==> src/hdl/opc_pkg.sv <==
// ---------------------------------------------------------------------------
// Overlay priority compositor package
// Shared types, codes and helpers for controller and datapath.
// ---------------------------------------------------------------------------
package opc_pkg;

  localparam int IN_DATA_W  = 80;
  localparam int IN_USER_W  = 2;
  localparam int OUT_DATA_W = 32;
  localparam int CFG_IDX_W  = 1;
  localparam int CFG_DATA_W = 6;
  localparam int MASK_W     = 6;

  localparam logic [1:0] FUNC_CLEAR = 2'd0;
  localparam logic [1:0] FUNC_DRAW  = 2'd1;
  localparam logic [1:0] FUNC_MERGE = 2'd2;

  localparam logic [CFG_IDX_W-1:0] REG_MAIN_EN = 1'd0;
  localparam logic [CFG_IDX_W-1:0] REG_SUB_EN  = 1'd1;

  localparam logic [7:0] PRI_EMPTY = 8'hFF;

  typedef enum logic [1:0] {
    ST_INIT,
    ST_IDLE,
    ST_CLEAR,
    ST_EXEC
  } opc_state_t;

  typedef struct packed {
    logic latch;     // capture input item and read the store
    logic clr_step;  // write one empty entry and advance the sweep
    logic exec;      // finish the item and load the result
  } opc_cmd_t;

  typedef struct packed {
    logic is_clear;    // offered item is a clear
    logic sweep_last;  // sweep sits on the last entry
    logic out_free;    // result register can take a new item
  } opc_stat_t;

  // Per-layer bit of a six-bit mask; layers past the mask read as zero
  function automatic logic layer_bit(input logic [MASK_W-1:0] mask, input logic [2:0] lyr);
    logic [7:0] wide;
    wide = {{(8 - MASK_W){1'b0}}, mask};
    return wide[lyr];
  endfunction

endpackage

==> src/hdl/opc_ctrl.sv <==
// ---------------------------------------------------------------------------
// Overlay priority compositor controller
// Sequences reset sweep, clear sweep and per-item execution.
// ---------------------------------------------------------------------------
module opc_ctrl (
  input  logic              clk,
  input  logic              rst,
  input  logic              s_tvalid,
  output logic              s_tready,
  input  opc_pkg::opc_stat_t stat,
  output opc_pkg::opc_cmd_t  cmd
);
  import opc_pkg::*;

  opc_state_t state, state_next;

  always_ff @(posedge clk) begin
    if (rst) begin
      state <= ST_INIT;
    end else begin
      state <= state_next;
    end
  end

  always_comb begin
    state_next = state;
    s_tready   = 1'b0;
    cmd        = '0;
    case (state)
      ST_INIT: begin
        cmd.clr_step = 1'b1;
        if (stat.sweep_last) begin
          state_next = ST_IDLE;
        end
      end
      ST_IDLE: begin
        s_tready = 1'b1;
        if (s_tvalid) begin
          cmd.latch  = 1'b1;
          state_next = stat.is_clear ? ST_CLEAR : ST_EXEC;
        end
      end
      ST_CLEAR: begin
        cmd.clr_step = 1'b1;
        if (stat.sweep_last) begin
          state_next = ST_EXEC;
        end
      end
      ST_EXEC: begin
        // hold until the result register is free
        if (stat.out_free) begin
          cmd.exec   = 1'b1;
          state_next = ST_IDLE;
        end
      end
      default: begin
        state_next = ST_INIT;
      end
    endcase
  end

endmodule

==> config.mk <==
export PLATFORM = sky130hd
export DESIGN_NAME = opc_ctrl
export DESIGN_NICKNAME = d
export VERILOG_FILES = /design/src/hdl/opc_pkg.sv /design/src/hdl/opc_ctrl.sv
export SDC_FILE = /design/constraint.sdc
export NUM_CORES = 1
export LEC_CHECK = 0
export ABC_AREA = 1
export BUFFER_PORTS_ARGS = -buffer_cell sky130_fd_sc_hd__buf_2
export CORE_AREA = 2 2 39 41
export CTS_BUF_LIST = sky130_fd_sc_hd__clkbuf_8
export CTS_CLUSTER_SIZE = 10
export DETAILED_ROUTE_END_ITERATION = 10
export DIE_AREA = 0 0 41 43
export HOLD_SLACK_MARGIN = 0.03
export SYNTH_ARGS = -nofsm -noshare
export SYNTH_HDL_FRONTEND = slang
export SYNTH_SLANG_ARGS = --single-unit
==> constraint.sdc <==
create_clock -name clk -period 1.4 [get_ports clk]
set_input_delay 0.28 -clock clk [delete_from_list [all_inputs] [get_ports clk]]
set_output_delay 0.28 -clock clk [all_outputs]
set_load 0.02 [all_outputs]
==> results.rst <==
.. list-table::
   :header-rows: 1

   * - Metric
     - Value
   * - Run status
     - complete, but fails checks
   * - Violations in the final reports
     - negative setup slack
   * - Fillers
     - 155
   * - Max-slew violation total from the final report
     - 0
   * - I/O pin count
     - 10
   * - Die H
     - 43 um
   * - Kind of start point of the critical path
     - register
   * - Time the worst path needs with I/O delays and setup
     - 1420 ps
   * - Std-Cell Core Area
     - 1380 sq um
   * - Synth area leaders
     - ha_1 (26%), inv_1 (17%), dfxtp_1 (16%), nor2_1 (11%), nand2_1 (7.7%)
   * - First-pass GRT wire length
     - 959 um
   * - Area occupied by multi-input gates
     - 195 sq um
   * - Worst hold path stage count
     - 4
   * - Largest net degree at the start of global routing
     - 5
   * - H-tree depth
     - 1
   * - Period utilization
     - 101%
   * - Post-synthesis mux area share
     - 0%
   * - Relative area change from synthesis to final layout
     - 73.3%
   * - # clock sinks
     - 2
   * - Critical Setup Path Class
     - reg2out
   * - Final ANT Viol Nets
     - 0
   * - Crit path capture type
     - primary output
   * - Max Cap Violations
     - 0
   * - Number of antenna violations at the first check in global routing
     - 0
   * - Placer's final routability congestion estimate
     - 0.692
   * - Row count
     - 14
   * - Half-perimeter wire length after placement
     - 391 um
   * - Xor and xnor fraction of the mapped netlist area
     - 0%
   * - Arr. time, crit path
     - 1140 ps
   * - Compound-cell area share of the yosys netlist
     - 3.08%
   * - Average instance area after synthesis
     - 6.26 sq um
   * - Count of vias placed by the detailed router
     - 257
   * - Cell area after synthesis
     - 244 sq um
   * - Number of optimization iterations in the first detailed-route pass
     - 4
   * - Synth top area share
     - 25.6%
   * - Clock transition at the register clock pins on the worst setup and hold paths after CTS
     - 30 ps
   * - Sequential cell area in the final layout
     - 42.5 sq um
   * - TritonCTS Buffers
     - 3
   * - Flip-flop count of the largest register, all copies and words added
     - 2
   * - Full die area
     - 1760 sq um
   * - Post-route DRC violation count
     - 0
   * - RSZ-0062 raised after global routing
     - yes
   * - Maximum VDD drop
     - 0.948 mV
   * - Clock latency at the later pin of the worst-skew pair
     - 210 ps
   * - Dominant combinational cell family by area after synthesis
     - simple AND/OR/NAND/NOR gates
   * - Number of nets in the layout
     - 67
   * - Fraction of the yosys area taken by sequential cells
     - 16.4%
   * - Input/output buffers
     - 9
   * - Largest registers
     - state x2
   * - FF-to-FF path depth
     - 7
   * - Inserted Diodes
     - 0
   * - Smallest setup slack after layout
     - -16.7 ps
   * - Detailed router's first-iteration violation count
     - 2
   * - Worst slew margin
     - 87.3%
   * - Non-filler cells in the finished layout
     - 70
   * - Global route total overflow
     - 0
   * - Total of endpoints with negative setup slack in the final report
     - 1
   * - Die X
     - 41 um
   * - Synthesized-area fraction occupied by and/or/nand/nor cells
     - 37.9%
   * - Type of the worst min-delay path
     - in2reg
   * - Total of flip-flops plus latches after synthesis
     - 2
   * - CTS tree
     - done
   * - Placed Instances
     - 66
   * - Static leakage power
     - 0.234 nW
   * - Peak fanout along the critical path
     - 3
   * - Placement-stage worst setup slack
     - 72.8 ps
   * - Clk buf depth
     - 2
   * - Proportion of layout cells with a drive suffix above 1
     - 53.7%
   * - Gr usage total
     - 8.72%
   * - Measured slew at the worst slew-check pin
     - 190 ps
   * - Number of distinct standard cells referenced by the synthesized netlist
     - 10
   * - Leading area contributor after synthesis
     - ha_1
   * - Pwr dens
     - 2420 nW/um^2
   * - Setup skew after layout
     - 4.42 ps
   * - Initial cell density of the core
     - 17.6%
   * - Number of global-route vias before repair
     - 249
   * - Register ranked first by flip-flop count
     - state
   * - Via count normalized by instance count
     - 3.67
   * - Achievable clock frequency
     - 0.706 GHz
   * - Count of endpoints failing hold in the final timing report
     - 0
   * - Adder and majority gate portion of the synthesized area
     - 25.6%
   * - Critical Path RT
     - 1120 ps
   * - Syn Inst Count
     - 39
   * - Root buffer cell
     - clkbuf_8
   * - Post-synth net total
     - 50
   * - Average wire per cell in the routed design
     - 7.84 um
   * - Post-Route Utilization
     - 30.6%
   * - Hold buffer count at cts
     - 0
   * - Power consumption
     - 1.02 mW
   * - WL final
     - 549 um
   * - Count of yosys warnings during synthesis
     - 0
## routing by layer
layer / up-vias / routed length (um) / track usage [%]
met1: 109 / 211 / 7.67
met3: 2 / 36 / 6.28
met5: - / 0 / 0
li1: 141 / - / -
met4: 0 / 9 / 6.00
met2: 5 / 291 / 13.1
## final cells by class
| class | count | area share, % |
|---|---|---|
| multi-input cells | 26 | 46.2 |
| repair buffers | 12 | 18.9 |
| inverters | 11 | 10.4 |
| flip-flops and latches | 2 | 10.1 |
| clock buffers | 3 | 9.76 |
| well taps | 16 | 4.73 |
## per-stage QoR
stage | setup TNS, ps | hold slack (ps) | area (sq um)
after floorplan | 0 | 436 | 244
after global placement | 0 | 540 | 324
after detailed placement | 0 | 540 | 324
after CTS | -41.4 | 311 | 405
after global routing | -99.5 | 336 | 423
final | -16.7 | 307 | 423
## cells by family (layout without fill, tap and decap cells)
kind of cell	after synthesis	after routing
compound gates	1	1
fa+ha+maj	5	5
buf+inv	11	26
flops	2	2
simple gates	20	20
## report_power, final
group	switching, mW	internal (mW)
sequential	0.0258	0.0930
clock	0.0444	0.182
combinational	0.351	0.330
total	0.421	0.604
## critical path, stage by stage (launching register included)
cell and delay, ps:
dfxtp_2 310, buf_6 120, ha_4 140, or2_4 220
buf_6 130
## repair_timing
| action | CTS | global route |
|---|---|---|
| gates resized for setup | 11 | 5 |
| buffers inserted | 0 | 1 |
| endpoints found under the setup margin | 2 | 3 |
## synthesized netlist by cell type
cell	n
nor2_2	2
nand2_2	3
nand3_1	2
nor2_1	7
nand2_1	5
inv_1	11
dfxtp_1	2
ha_1	5
or2_2	1
o21bai_1	1
## cell usage in the layout (no fill, tap or decap)
cell      n
o21bai_1  1
ha_1      1
nand3_1   2
ha_2      2
buf_6     2
nand2_1   5
nor2_1    7
ha_4      2
inv_1     9
buf_4     3
buf_2     7
or2_4     1
nor2_2    2
nand2_2   3
clkbuf_8  3
inv_2     1
inv_4     1
dfxtp_2   2
## final timing paths
kind	start	end	slack, ps
setup / recovery	state[1]	cmd[1]	-20
hold reg to reg	state[0]	state[0]	620
hold / removal	rst	state[0]	310
setup reg to reg	state[1]	state[1]	120
Power figures use the tool's default switching activity.
